==> src/assert_macros.svh <==
// assertion helpers shared by the rtl
`ifndef ASSERT_MACROS_SVH
`define ASSERT_MACROS_SVH

// same-cycle implication, clocked on clk, off during reset
`define ASSERT_IMPL(label, ante, cons, msg) \
    label: assert property (@(posedge clk) disable iff (!rst_n) (ante) |-> (cons)) \
        else $error(msg);

// next-cycle implication, clocked on clk, off during reset
`define ASSERT_NEXT(label, ante, cons, msg) \
    label: assert property (@(posedge clk) disable iff (!rst_n) (ante) |=> (cons)) \
        else $error(msg);

`endif

==> src/cssq_pkg.sv <==
// ----------------------------------------------------------------------------
// cssq_pkg
// shared constants and register codes of the convex shape support query
// ----------------------------------------------------------------------------
`default_nettype none

package cssq_pkg;

    localparam int COORD_WIDTH_DEF = 32;
    localparam int REG_W           = 31;
    localparam int KIND_W          = 2;
    localparam int IDX_W           = 3;

    localparam logic [KIND_W-1:0] KIND_SPHERE = 2'd0;
    localparam logic [KIND_W-1:0] KIND_BOX    = 2'd1;
    localparam logic [KIND_W-1:0] KIND_CYL    = 2'd2;
    localparam logic [KIND_W-1:0] KIND_NONE   = 2'd3;

    localparam logic [IDX_W-1:0] REG_KIND   = 3'd0;
    localparam logic [IDX_W-1:0] REG_RADIUS = 3'd1;
    localparam logic [IDX_W-1:0] REG_HALF_X = 3'd2;
    localparam logic [IDX_W-1:0] REG_HALF_Y = 3'd3;
    localparam logic [IDX_W-1:0] REG_HALF_Z = 3'd4;
    localparam logic [IDX_W-1:0] REG_HALF_H = 3'd5;

    localparam logic [REG_W-1:0] EXTENT_RESET = 31'd65536;

    typedef logic [REG_W-1:0] extent_t;

endpackage

`default_nettype wire

==> src/cssq_div_cell.sv <==
// ----------------------------------------------------------------------------
// cssq_div_cell
// one stage of the restoring divider: settles one quotient bit
// ----------------------------------------------------------------------------
`default_nettype none

module cssq_div_cell #(
    parameter int W = cssq_pkg::COORD_WIDTH_DEF
) (
    input  wire logic                        clk,
    input  wire logic                        en,
    input  wire logic [W-1:0]                d,
    input  wire logic [W-1:0]                rem_in,
    input  wire cssq_pkg::extent_t           num_in,
    input  wire cssq_pkg::extent_t           q_in,
    output logic      [W-1:0]                rem_out,
    output cssq_pkg::extent_t                num_out,
    output cssq_pkg::extent_t                q_out
);
    import cssq_pkg::*;

    logic [W-1:0] rem_reg, rem_next;
    extent_t      num_reg, num_next;
    extent_t      q_reg,   q_next;
    logic [W:0]   acc;
    logic [W:0]   diff;
    logic         ge;

    always_comb
    begin
        acc      = {rem_in, num_in[REG_W-1]};
        ge       = (acc >= {1'b0, d});
        diff     = acc - {1'b0, d};
        rem_next = ge ? diff[W-1:0] : acc[W-1:0];
        num_next = {num_in[REG_W-2:0], 1'b0};
        q_next   = {q_in[REG_W-2:0], ge};
    end

    always_ff @(posedge clk)
    begin
        if (en)
        begin
            rem_reg <= rem_next;
            num_reg <= num_next;
            q_reg   <= q_next;
        end
    end

    assign rem_out = rem_reg;
    assign num_out = num_reg;
    assign q_out   = q_reg;
endmodule

`default_nettype wire

==> config.mk <==
export PLATFORM = sky130hd
export DESIGN_NAME = cssq_div_cell
export DESIGN_NICKNAME = d
export VERILOG_FILES = /design/src/assert_macros.svh /design/src/cssq_pkg.sv /design/src/cssq_div_cell.sv
export SDC_FILE = /design/constraint.sdc
export NUM_CORES = 1
export LEC_CHECK = 0
export BUFFER_PORTS_ARGS = -buffer_cell sky130_fd_sc_hd__clkbuf_2
export CAP_MARGIN = 15
export CELL_PAD_IN_SITES_DETAIL_PLACEMENT = 1
export CELL_PAD_IN_SITES_GLOBAL_PLACEMENT = 1
export CORE_UTILIZATION = 39
export CTS_CLUSTER_DIAMETER = 150
export CTS_CLUSTER_SIZE = 24
export DETAILED_ROUTE_END_ITERATION = 8
export HOLD_SLACK_MARGIN = 0.02
export PLACE_DENSITY_LB_ADDON = 0.3
export SLEW_MARGIN = 0
export SYNTH_ARGS = -nofsm -noshare
export SYNTH_HDL_FRONTEND = slang
export SYNTH_SLANG_ARGS = --single-unit
export TNS_END_PERCENT = 100
==> constraint.sdc <==
create_clock -name clk -period 6.3 [get_ports clk]
set_clock_uncertainty 0.1 [all_clocks]
set_input_delay 1.26 -clock clk [delete_from_list [all_inputs] [get_ports clk]]
set_output_delay 1.26 -clock clk [all_outputs]
set_load 0.01 [all_outputs]
# Yosys cells after proc, flatten, opt, wreduce, memory -nomap -nowiden
# Index checks and enable logic that the tools add are counted.
[totals]
ff_bits = 93
[classes]
n_addsub = 1
mux = 1
magnitude_cmp = 1
[ops]
columns = ["op", "count"]
rows = [
  ["$ge 33x32->1", 1],
  ["$mux 32", 1],
  ["$sub 32x32->32", 1],
]

# Logic depth before layout (Yosys ltp)
[logic_depth]
word_depth = 2
ltp_mapped = 13
ltp_nobuf = 11

# Worst setup path after synthesis
# Ideal clock, no wire load.
[synth_timing]
path_type = "input-to-reg"
start = "input d[23]"
end = "register rem_reg[14], in the netlist rem_out[14], data pin"
cell_stages = 11
setup_ns = 0.260
required_ns = 5.940
path_buffers = 2
arrival_time_ns = 3.368
setup_slack_ns = 2.572
cell_sequence = "inv_1 ha_1 buf_6 and3_1 o21a_1 a311oi_2 o21ai_1 or3b_1 o21a_1 buf_6 mux2_4"
[synth_between]
elab_chain_len = 2
[synth_lines]
columns = ["element", "line_no", "text"]
rows = [
  ["start, declared", "cssq_div_cell.sv:12", "input wire logic [W-1:0] d,"],
  ["$ge 33x32->1", "cssq_div_cell.sv:32", "ge = (acc >= {1'b0, d});"],
  ["$mux 32", "cssq_div_cell.sv:34", "rem_next = ge ? diff[W-1:0] : acc[W-1:0];"],
  ["via rem_next[14]", "cssq_div_cell.sv:22", "logic [W-1:0] rem_reg, rem_next;"],
  ["end signal, assigned", "cssq_div_cell.sv:43", "rem_reg <= rem_next;"],
  ["end, declared", "cssq_div_cell.sv:22", ""],
]
# The timed path passes the listed nets, and every way through them passes these cells.
# A chain may end at the register's enable or synchronous reset.

# Worst setup path in the final report
[layout_timing]
start = "input d[23]"
end = "register rem_reg[8], in the netlist rem_out[8], data pin"
# Same word-level chain as after synthesis.

==> results.ini <==
[cts]
clockRootBuffer = clkbuf_16
clock-sinks = 93
clk_pin_slew_ns = 0.07
htree_levels = 3
cts_buffers = 9
cts_tree = done
postCtsSetupRepairBufs = 0
cts_hold_buf = 0
cts-resized-gates = 0
cts_max_path_buffers = 2

[route]
routedWlPerCell_um = 17.4
drtIter0Drc = 148
vias_per_cell = 4.99
vias = 4220
routed_wl_um = 14700
ant_nets = 0
drt_drc_violations_left = 0
first_pass_iters = 4

[floorplanning]
die_h_um = 117
initial_core_util = 0.403
core-area_mm2 = 0.0127
boundaryPins = 222
rows = 41
die_area_mm2 = 0.0136
die_x_um = 117

[timing]
grt_setup_unrepaired = false
slew_violations = 0
fin_crit_ns = 4.26
max_freq_ghz = 0.235
finalCritPeriodShare = 0.676
fin_ws_ns = 2.04
tightest_slew_ns = 1.04
setup_viol = 0
finalHoldViolations = 0
hold_ws_ns = 0.985
maxSlewHeadroom = 0.308
tns_ns = 0

[flow_run]
cap_violations = 0

[final_layout]
ff_latch_area_mm2 = 0.00279
layout_common_cells = clkbuf_2, edfxtp_1, a21oi_1
nets = 829
syn2layout_area_growth_pct = 29.4
multi_input_area_mm2 = 0.00205
final_common_cell = clkbuf_2
fin_cells = 845
utilization = 0.522
fillers = 1505
drive_above_1_share = 0.373
fin_area_mm2 = 0.00664
n_antenna_cell = 0

[setup_path]
crit_path_start_kind = input pin
path_buf_inv = 3
max_stage_delay_ns = 0.84
crit_path_max_fanout = 47
worstPathCellList = clkbuf_2, inv_1, ha_1, and3_1, nand4_1, nor4b_1, a21o_1, o21a_2, buf_4, a21oi_1
critPathTopFamily = compound AO/OA/AOI/OAI gates
arrival_ns = 4.25
endpoint_kind = flop
worstPathRequired_ns = 6.29
worstSetupPathType = in -> reg
cp_slowest_cell = o21a_2

[logic_synthesis]
synthArstFlopShare = 0
syn-cell-area_mm2 = 0.00513
synth.top_cell.area_share = 0.544
synth_warnings = 0
ys_ff_latch = 93
syn_inst = 454
synth.largest_area_cell = edfxtp_1
synth_area_leaders = edfxtp_1, ha_1, a21oi_1
synth_nets = 615
synth_flop_cell = edfxtp_1
synth_edf_count = 93
ys_seq_area_frac = 0.544
synth_cell_types = 50
syn_avg_cell_area_um2 = 11.3

[placed_design]
place_hpwl_um = 11700
placed_area_mm2 = 0.00634
globalplace.congestion = 0.772
post-place-cells = 829
dp_slack_ns = 1.69
portBuffers = 219

[pwr]
p_total_mw = 1.76
leakage_nw = 3.09
ir_worst_vdd_mv = 0.111
power_density_mw_per_mm2 = 266

[global_route]
grtUsageTotal = 0.215
grt_max_degree = 65
grt_pass1_vias = 4352
grt_overflow_total = 0
grt_first_pass_wirelength_um = 21700
antenna_found_initial = 0

[hold_path]
hold_class = in -> reg

[run_status]
status = completed

## per-layer routing
metal	vias up	GRT usage	wire length [um]
li1	2077	-	-
met1	1984	0.225	5660
met2	145	0.414	7760
met3	14	0.0550	1080
met4	0	0.0692	221
met5	-	0	0
## report_power, final
group	internal [mW]	switching [mW]
Clock	0.311	0.243
Combinational	0.183	0.242
Sequential	0.766	0.0187
## cell type report
| type | instances | area share |
|---|---|---|
| Inverter | 46 | 0.0260 |
| Clock inverter | 6 | 0.0106 |
| Sequential cell | 93 | 0.420 |
| Clock buffer | 10 | 0.0345 |
| Timing Repair Buffer | 221 | 0.168 |
| Tap cell | 172 | 0.0324 |
| Multi-Input combinational cell | 297 | 0.308 |
## kinds of logic after synthesis
logic type	after synthesis	synth area share
compound gates	120	0.143
simple gates	107	0.102
flops	93	0.544
buf+inv	64	0.0568
fa+ha+maj	33	0.0819
xor+xnor	26	0.0444
mux	10	0.0273
other cells	1	0.000731
## synth_stat cells (2+ instances only)
cell / number
nand2b_1: 7
nand4_1: 8
buf_4: 2
clkbuf_1: 6
xnor2_1: 16
nand2_1: 24
o21a_1: 6
or3_1: 2
a2111oi_0: 3
a31oi_1: 2
nand3_1: 8
o31ai_1: 7
a21o_1: 8
buf_6: 5
and2_1: 3
nor4b_1: 2
or2_2: 2
mux2_4: 8
edfxtp_1: 93
a211oi_1: 3
o211ai_1: 2
and3_1: 2
o21ai_0: 17
buf_2: 5
o21ai_1: 4
xor2_1: 10
nor3_1: 3
ha_1: 32
nor2b_1: 2
a31o_2: 2
o21bai_1: 5
mux2i_1: 2
a21oi_1: 54
nand4b_1: 2
inv_1: 46
nor2_1: 37
## state kept, by name, indices dropped and copies added, names as in the netlist
signal,cells
rem_out,32
q_out,31
num_out,30
## path summary, 6_finish.rpt
kind,from,slack [ns],depth (start not counted),end
setup / recovery,d[23],2.04,10,rem_out[8]
hold / removal,q_in[8],0.98,1,q_out[9]
Power figures use the tool's default switching activity.
