==> src/assert_macros.svh <==
// assertion helpers shared by the rtl
`ifndef ASSERT_MACROS_SVH
`define ASSERT_MACROS_SVH

// same-cycle implication, clocked on clk, off during reset
`define ASSERT_IMPL(label, ante, cons, msg) \
    label: assert property (@(posedge clk) disable iff (!rst_n) (ante) |-> (cons)) \
        else $error(msg);

// next-cycle implication, clocked on clk, off during reset
`define ASSERT_NEXT(label, ante, cons, msg) \
    label: assert property (@(posedge clk) disable iff (!rst_n) (ante) |=> (cons)) \
        else $error(msg);

`endif

==> src/cssq_pkg.sv <==
// ----------------------------------------------------------------------------
// cssq_pkg
// shared constants and register codes of the convex shape support query
// ----------------------------------------------------------------------------
`default_nettype none

package cssq_pkg;

    localparam int COORD_WIDTH_DEF = 32;
    localparam int REG_W           = 31;
    localparam int KIND_W          = 2;
    localparam int IDX_W           = 3;

    localparam logic [KIND_W-1:0] KIND_SPHERE = 2'd0;
    localparam logic [KIND_W-1:0] KIND_BOX    = 2'd1;
    localparam logic [KIND_W-1:0] KIND_CYL    = 2'd2;
    localparam logic [KIND_W-1:0] KIND_NONE   = 2'd3;

    localparam logic [IDX_W-1:0] REG_KIND   = 3'd0;
    localparam logic [IDX_W-1:0] REG_RADIUS = 3'd1;
    localparam logic [IDX_W-1:0] REG_HALF_X = 3'd2;
    localparam logic [IDX_W-1:0] REG_HALF_Y = 3'd3;
    localparam logic [IDX_W-1:0] REG_HALF_Z = 3'd4;
    localparam logic [IDX_W-1:0] REG_HALF_H = 3'd5;

    localparam logic [REG_W-1:0] EXTENT_RESET = 31'd65536;

    typedef logic [REG_W-1:0] extent_t;

endpackage

`default_nettype wire

==> src/cssq_sqrt_cell.sv <==
// ----------------------------------------------------------------------------
// cssq_sqrt_cell
// one stage of the digit-by-digit square root: settles one root bit
// ----------------------------------------------------------------------------
`default_nettype none

module cssq_sqrt_cell #(
    parameter int W = cssq_pkg::COORD_WIDTH_DEF
) (
    input  wire logic             clk,
    input  wire logic             en,
    input  wire logic [2*W-1:0]   x_in,
    input  wire logic [W+1:0]     rem_in,
    input  wire logic [W-1:0]     root_in,
    output logic      [2*W-1:0]   x_out,
    output logic      [W+1:0]     rem_out,
    output logic      [W-1:0]     root_out
);
    logic [2*W-1:0] x_reg,    x_next;
    logic [W+1:0]   rem_reg,  rem_next;
    logic [W-1:0]   root_reg, root_next;
    logic [W+3:0]   acc;
    logic [W+3:0]   trial;
    logic [W+3:0]   diff;
    logic           take;

    always_comb
    begin
        // bring down the next two radicand bits, try root*4+1
        acc       = {rem_in, x_in[2*W-1 -: 2]};
        trial     = {2'b00, root_in, 2'b01};
        take      = (acc >= trial);
        diff      = acc - trial;
        rem_next  = take ? diff[W+1:0] : acc[W+1:0];
        root_next = {root_in[W-2:0], take};
        x_next    = {x_in[2*W-3:0], 2'b00};
    end

    always_ff @(posedge clk)
    begin
        if (en)
        begin
            x_reg    <= x_next;
            rem_reg  <= rem_next;
            root_reg <= root_next;
        end
    end

    assign x_out    = x_reg;
    assign rem_out  = rem_reg;
    assign root_out = root_reg;
endmodule

`default_nettype wire

==> config.mk <==
export PLATFORM = sky130hd
export DESIGN_NAME = cssq_sqrt_cell
export DESIGN_NICKNAME = d
export VERILOG_FILES = /design/src/assert_macros.svh /design/src/cssq_pkg.sv /design/src/cssq_sqrt_cell.sv
export SDC_FILE = /design/constraint.sdc
export NUM_CORES = 1
export LEC_CHECK = 0
export BUFFER_PORTS_ARGS = -buffer_cell sky130_fd_sc_hd__buf_2
export CELL_PAD_IN_SITES_DETAIL_PLACEMENT = 1
export CELL_PAD_IN_SITES_GLOBAL_PLACEMENT = 2
export CORE_MARGIN = 5
export CORE_UTILIZATION = 33
export CTS_BUF_LIST = sky130_fd_sc_hd__clkbuf_8
export DETAILED_ROUTE_END_ITERATION = 7
export GPL_TIMING_DRIVEN = 0
export MAX_ROUTING_LAYER = met4
export PLACE_DENSITY = 0.91
export SYNTH_ARGS = -nofsm -noshare
export SYNTH_HDL_FRONTEND = slang
export SYNTH_SLANG_ARGS = --single-unit
==> constraint.sdc <==
create_clock -name clk -period 6.2 [get_ports clk]
set_input_delay 0.62 -clock clk [delete_from_list [all_inputs] [get_ports clk]]
set_output_delay 0.62 -clock clk [all_outputs]
set_load 0.005 [all_outputs]
* Yosys cells after proc, flatten, opt, wreduce, memory -nomap -nowiden *
Cells that the tools add are included.

storage, ports and cells
  flip-flop bits (word level) = 128
  input port bits = 132
  output and inout bits = 130
  logic and storage cells = 6

cells by class
  $add $sub $neg = 1
  order comparisons = 1
  muxes and demuxes = 1

operator list
  cell              count
  $ge A36 B34 Y1    1
  $mux W34          1
  $sub A34 B34 Y34  1

* Depth between registers and ports, before layout *
Gate-level depths: netlist of run 1.

  depth in word-level cells = 2
  mapped depth = 13
  depth with buffers taken out = 10

* Worst setup path after synthesis of run 1 *
Ideal clock, no wire load.

  kind = in2reg
  start = input port root_in[9]
  end = register rem_reg[27], in the netlist rem_out[27] (data pin)
  library setup time = 0.260 ns
  arrival = 2.602 ns
  data required time = 5.940 ns
  path slack = 3.337 ns
  cell stages on the path = 10
  path buffers = 0
  cells stage by stage = inv_1 > ha_1 > a21o_1 > a31o_1 > a211oi_4 > o211ai_2 > a21bo_2 > mux2i_1 > o221ai_1 > mux2_4

on the way
  longest elaborated chain between the ends = 2
  elaborated cells on any way between the ends = 3
  classes of those cells = add/sub (1); order compare (1); mux (1)

ends and longest elaborated chain
  item                                                       RTL line                                    RTL
  start, declared                                            cssq_sqrt_cell.sv:14                        input wire logic [W-1:0] root_in,
  $sub A34 B34 Y34 / $ge A36 B34 Y1 (equally long branches)  cssq_sqrt_cell.sv:33, cssq_sqrt_cell.sv:32
  $mux W34 *                                                 cssq_sqrt_cell.sv:34                        rem_next = take ? diff[W+1:0] : acc[W+1:0];
  net rem_next[27]                                           cssq_sqrt_cell.sv:20                        logic [W+1:0] rem_reg, rem_next;
  end signal, assigned                                       cssq_sqrt_cell.sv:44                        rem_reg <= rem_next;
  end, declared                                              cssq_sqrt_cell.sv:20

Mark *: on every way through the listed nets, which the timed path passes. The rest lies on a longest branch.
A chain may end at the register's enable or synchronous reset.

* Worst setup path after layout of run 1 *
  start = input port root_in[0]
  end = register rem_reg[23], in the netlist rem_out[23] (data pin)

Same word-level chain as after synthesis.

==> summary.md, run 1 <==
| Metric | Value |
|---|---|
| Status | `complete, no violations` |
| Clock H-tree levels | `4` |
| Maximum clock rate | `326 MHz` |
| Setup violators final | `0` |
| Proportion of synthesized area in mux cells | `0.872%` |
| Synthesis warning total | `0` |
| Area of the core | `18800 um^2` |
| Post-placement cell count | `1002` |
| Vias in the first global route | `5458` |
| Num CTS Buffers | `17` |
| Via density | `4.89` |
| Number of synthesized flops with an enable pin | `128` |
| Sequential area share after synthesis | `60.9%` |
| Slowest Stage Delay on Critical Path | `360 ps` |
| Yosys cell types | `62` |
| Largest net degree at the start of global routing | `84` |
| Synth top area share | `60.9%` |
| Synth Register Bits | `128` |
| Fin cells | `1034` |
| CP Max Fanout | `10` |
| Area Growth Syn to Fin | `31.8%` |
| Hold-fix buffers, CTS | `0` |
| Post-DP Area | `7940 um^2` |
| Antenna diode count | `0` |
| IO buf count | `259` |
| Yosys top cell by area | `edfxtp_1` |
| Setup TNS | `0 ps` |
| Fraction of registers with async set or reset after synthesis | `0%` |
| DRT Pass-1 Iters | `4` |
| Power per Cell Area | `268 nW/um^2` |
| Row cnt | `50` |
| Lkg Pwr | `3.71 nW` |
| Drt wl/cell | `18.4 um` |
| Commonest non-fill, non-tap cell in the layout | `buf_2` |
| NetSw | `0.647 mW` |
| Die ar. | `22000 um^2` |
| Compound-Gate Fraction of Synth Area | `14.8%` |
| Worst Setup Start Kind | `input pin` |
| Grt total ovfl | `0` |
| Power Total | `2.23 mW` |
| Worst endpoint required time | `6360 ps` |
| CTS clk-pin slew, worst paths | `90 ps` |
| Post-CTS sizing | `0` |
| Post-DP HPWL | `14900 um` |
| Type of the worst setup path | `input pin to flop` |
| Initial DRC Count | `222` |
| Combinational power share | `19.9%` |
| Slowest CP cell | `o211ai_1` |
| Top_reg_cell synth | `edfxtp_1` |
| CTS root buf | `clkbuf_8` |
| Fin crit share | `49.4%` |
| Critical hold path startpoint | `x_in[56]` |
| RSZ-0062 raised after global routing | `no` |
| Starting Density | `33.6%` |
| DR DRC count | `0` |
| Chip Height | `148 um` |
| I/O Pins | `262` |
| XOR/XNOR Fraction of Synth Area | `3.74%` |
| Final Hold Viols | `0` |
| Final Worst Setup Slack | `3140 ps` |
| Die Width | `148 um` |
| Clock share of power | `31.7%` |
| Worst EP arrival | `3220 ps` |
| Commonest non-fill, non-tap cells in the layout | `buf_2, edfxtp_1, nand2_1, inv_1, o21ai_0` |
| Design area | `8320 um^2` |
| Initial antenna violation count | `0` |
| Post-synthesis simple-gate area fraction | `8.88%` |
| Post-route minimum period | `3060 ps` |
| Maximum clock path buffer count | `2` |
| Max_cap viols | `0` |
| CTS tree | `yes` |
| Placement Setup Slack | `2660 ps` |
| Final hold slack | `350 ps` |
| GPL Wtd Cong | `0.780` |
| Final cell utilization of the core | `44.3%` |
| Maximum VDD drop | `0.123 mV` |
| Slew margin rel. | `47.8%` |
| Post-CTS Setup Repair Bufs | `0` |
| DRT antenna net count | `0` |
| Clock Sinks | `128` |
| GRT Overall Usage | `17.3%` |
| Synthesized area | `6310 um^2` |
| Hold EP | `x_out[58]` |
| Synthesized area per cell | `12.5 um^2` |
| Worst-Margin Slew | `780 ps` |
| Worst Hold Class | `input pin to flop` |
| Share of layout cells above drive strength 1 | `40.6%` |
| Cells after Synth | `507` |
| Hold path depth | `1` |
| Total wire length | `19000 um` |
| Final #Nets | `953` |
| Internal Dissipation | `1.58 mW` |
| Reg power frac | `48.4%` |
| First-pass GRT wire length | `28900 um` |
| Sw frac | `29.1%` |
| Setup crit end kind | `flop` |
| Cell Chain, Critical Path | `buf_2, inv_1, ha_1, nor2b_1, o31a_1, o21ai_0, o211ai_1, a211oi_1, o21a_1, buf_6, buf_2, o21ai_0` |
| Main combinational cell family by area after synthesis | `compound AO/OA/AOI/OAI gates` |
| Most area-consuming cells after synthesis | `edfxtp_1, ha_1, nand2_1, o21ai_0, inv_1` |
| Max Slew Vio Count | `0` |
| Synth Area in Adders | `6.74%` |
| Detailed-route via count | `5052` |
==> registers in the layout (all words and copies together), names as in the netlist <==
name      cells
rem_out      34
root_out     32
x_out        62
==> power by group through the flow <==
stage	Clock [mW]	Sequential [mW]	Combinational, mW
after floorplan	0	1.11	0.211
after global placement	0	1.10	0.434
after detailed placement	0	1.10	0.447
after CTS	0.731	1.08	0.450
after global routing	0.777	1.09	0.489
final	0.707	1.08	0.442
==> worst max-delay path, delay by kind of cell <==
family,cells,cell delay (ps)
AOI/OAI and AO/OA,6,1540
buffers and inverters,4,560
adders and majority gates,1,320
and+or+nand+nor,1,170
==> per-layer routing <==
layer	share of wire, %	vias up	GRT usage [%]
li1	-	2427	-
met1	40	2440	18.8
met2	52	174	30.8
met3	7.1	11	5.27
met4	0.92	0	4.67
met5	0	-	-
==> cell usage after synthesis (3+ instances only) <==
master / number
a21o_1: 19
a21oi_1: 28
a31oi_1: 4
and2_1: 3
and3_2: 3
buf_2: 6
clkbuf_1: 4
edfxtp_1: 128
ha_1: 34
inv_1: 42
mux2i_1: 4
nand2_1: 58
nand2b_1: 5
nand3_1: 6
nand4_1: 6
nor2_1: 18
nor3_1: 10
o21a_1: 3
o21ai_0: 41
o21ai_1: 4
o31ai_1: 4
o41ai_2: 3
xnor2_1: 14
xor2_1: 13
==> layout make-up <==
class                           count  area [um^2]
Fill cell                        2140        10400
Sequential cell                   128         3840
Multi-Input combinational cell    321         2220
Timing Repair Buffer              260         1330
Tap cell                          234          293
Clock buffer                       17          234
Inverter                           43          163
Clock inverter                     15          145
Buffer                             16         95.1
==> kinds of logic after synthesis <==
family                   Yosys count
buffers and inverters             59
other                              1
AO/OA/AOI/OAI                    133
flip-flops                       128
adder cells (fa/ha/maj)           34
multiplexers                       5
AND/OR/NAND/NOR                  120
XOR/XNOR                          27
==> worst max path at each step <==
stage | from | end | slack (ps)
after floorplan | root_in[9] | rem_out[27] | 3340
after global placement | rem_in[7] | rem_out[23] | 2710
after detailed placement | rem_in[7] | rem_out[23] | 2660
after CTS | rem_in[7] | rem_out[23] | 3140
after global routing | root_in[0] | rem_out[23] | 2980
final | root_in[0] | rem_out[23] | 3140
No activity file was read; power rests on OpenSTA's default activity.
==> run 2: changes to the inputs <==
Settings changed: ABC_AREA from default to 1, CORE_UTILIZATION 33 to 26, PLACE_DENSITY 0.91 to 0.82.
Clock period 6.2 ns to 2.7 ns, I/O delays scaled along.
==> summary.md, run 2 <==
| Metric | Value |
|---|---|
| Status | `complete, no violations` |
| Commonest non-fill, non-tap cell in the layout | `nand2_1` |
| Fill cells | `3101` |
| Placement Setup Slack | `2.18 ps` |
| CP Launch Point | `root_in[9]` |
| Worst Hold Class | `input pin to flop` |
| IO buf count | `259` |
| Vias in the first global route | `6935` |
| Type of the worst setup path | `input pin to flop` |
| Most area-consuming cells after synthesis | `edfxtp_1, nand2_1, inv_1, ha_1, nand3_1` |
| Die Width | `173 um` |
| Worst Setup Start Kind | `input pin` |
| Post-DP HPWL | `19000 um` |
| Maximum clock rate | `395 MHz` |
| CTS clk-pin slew, worst paths | `80 ps` |
| Cell repeated most along the worst path | `nand2_1` |
| Design area | `10000 um^2` |
| Critical hold path startpoint | `root_in[20]` |
| Slew margin rel. | `66.8%` |
| Worst-Margin Slew | `495 ps` |
| Sequential area share after synthesis | `55.7%` |
| Clock Sinks | `128` |
| Slowest CP cell | `dlygate4sd3_1` |
| Drt wl/cell | `16.3 um` |
| Worst EP arrival | `2720 ps` |
| Cell Chain, Critical Path | `dlygate4sd3_1, buf_2, inv_1, ha_1, nand2_1, inv_1, nand2_1, nand2_1, inv_1, nand3_2, nand2_1, nand2_1, nand2_1, nand2_4, buf_6, nand3_1, nand2_1` |
| Setup violators final | `0` |
| Fin crit share | `93.7%` |
| Starting Density | `26.5%` |
| Post-DP Area | `8650 um^2` |
| Setup crit end kind | `flop` |
| Post-route minimum period | `2530 ps` |
| Final #Nets | `1312` |
| Worst endpoint required time | `2890 ps` |
| Area Growth Syn to Fin | `45.2%` |
| Grt total ovfl | `0` |
| Synth top area share | `55.7%` |
| Synthesis warning total | `0` |
| Fraction of registers with async set or reset after synthesis | `0%` |
| Clock H-tree levels | `4` |
| CTS tree | `yes` |
| DR DRC count | `0` |
| Total wire length | `24300 um` |
| Top_reg_cell synth | `edfxtp_1` |
| Final hold slack | `30.6 ps` |
| Top delay family on crit path | `simple AND/OR/NAND/NOR gates` |
| Maximum VDD drop | `0.358 mV` |
| Initial DRC Count | `248` |
| GPL Wtd Cong | `0.820` |
| Most numerous cell in the Yosys netlist | `nand2_1` |
| Max_cap viols | `0` |
| Slowest Stage Delay on Critical Path | `520 ps` |
| Synth Register Bits | `128` |
| Die ar. | `29900 um^2` |
| Cells after Synth | `775` |
| Area of the core | `26100 um^2` |
| Detailed-route via count | `6334` |
| Top cells by count, synth | `nand2_1, inv_1, edfxtp_1` |
| Row cnt | `59` |
| Share of layout cells above drive strength 1 | `27.5%` |
| Yosys top cell by area | `edfxtp_1` |
| Commonest non-fill, non-tap cells in the layout | `nand2_1, buf_2, inv_1, edfxtp_1, dlygate4sd3_1` |
| First-pass GRT wire length | `38700 um` |
| I/O Pins | `262` |
| DRT Pass-1 Iters | `4` |
| RSZ-0062 raised after global routing | `no` |
| Synthesized area | `6900 um^2` |
| Final Hold Viols | `0` |
| Final Worst Setup Slack | `170 ps` |
| Initial antenna violation count | `3` |
| GRT Overall Usage | `16.7%` |
| Yosys cell types | `25` |
| Maximum clock path buffer count | `2` |
| Lkg Pwr | `4.98 nW` |
| Buffer and inverter count on the worst path | `6` |
| WP depth | `17` |
| Power per Cell Area | `550 nW/um^2` |
| Num CTS Buffers | `17` |
| Worst setup path endpoint | `rem_out[24]` |
| Synthesized area per cell | `8.90 um^2` |
| Via density | `4.23` |
| Largest net degree at the start of global routing | `80` |
| CP Max Fanout | `10` |
| CTS root buf | `clkbuf_8` |
| Number of synthesized flops with an enable pin | `128` |
| DRT antenna net count | `0` |
| Max Slew Vio Count | `0` |
| Max FFs per register | `62` |
| Chip Height | `173 um` |
-- run 2: cell types whose count changed after synthesis, moves of 5 or more --
cell	before	now
nor2_2	0	8
nand2b_1	5	0
nand3_1	6	38
inv_1	42	139
buf_2	6	0
nand2_1	58	288
o21ai_0	41	13
xnor2_1	14	3
nor2_1	18	49
nor3_1	10	3
a21o_1	19	0
-- run 2: final cells by class --
type	instances	area (um^2)	share of cell area, %
Clock inverter	15	186	1.86
Sequential cell	128	3840	38.4
Tap cell	335	419	4.19
Multi-Input combinational cell	500	2480	24.8
Inverter	140	528	5.27
Buffer	8	75.1	0.750
Timing Repair Buffer	351	2240	22.3
Clock buffer	17	234	2.34
Antenna cell	3	7.51	0.0750
-- run 2: power breakdown --
part	total [mW]	leakage (nW)	internal [mW]	switching (mW)
Clock	1.83	0.212	0.929	0.896
Sequential	2.47	1.25	2.42	0.0454
Combinational	1.21	3.51	0.518	0.694
-- run 2: logic make-up (layout without fill, tap and decap cells) --
| kind of cell | count (synthesis) | in the layout | synth area share (%) |
|---|---|---|---|
| AO/OA/AOI/OAI | 42 | 42 | 3.21 |
| other | 1 | 5 | 0.0544 |
| adder cells (fa/ha/maj) | 34 | 34 | 6.17 |
| buffers and inverters | 148 | 531 | 8.69 |
| XOR/XNOR | 18 | 18 | 2.29 |
| flip-flops | 128 | 128 | 55.7 |
| AND/OR/NAND/NOR | 404 | 404 | 23.9 |
-- run 2: timing repair --
action	CTS	global route
resized for setup	0	9
hold endpoints to repair	87	2
endpoints found under the setup margin	0	27
buffers inserted	0	2
hold buffers	87	2
-- run 2: how the worst min path moves through the flow --
stage / endpoint / slack (ps) / depth (start not counted)
floorplan: root_out[10] / 370 / 0
global placement: x_out[13] / 450 / 1
detailed placement: x_out[50] / 450 / 1
CTS: x_out[56] / 1 / 1
global route: root_out[21] / 2 / 1
finish: root_out[21] / 30 / 1
-- run 2: layer usage --
metal  part of all wire [%]  global-route usage [%]
met4                   0.87                    3.11
met5                      0                       -
met2                     48                    28.0
met3                    4.3                    3.71
met1                     46                    21.0
-- run 2: stage by stage --
step                std cells  utilization (%)  power (mW)  setup TNS, ps
floorplan                 776                -        3.07              0
global placement         1370             33.1        3.60         -15380
detailed placement       1371             33.2        3.63              0
CTS                      1490             38.2        5.61              0
global route             1497             38.4        5.86              0
finish                   1497             38.4        5.51              0
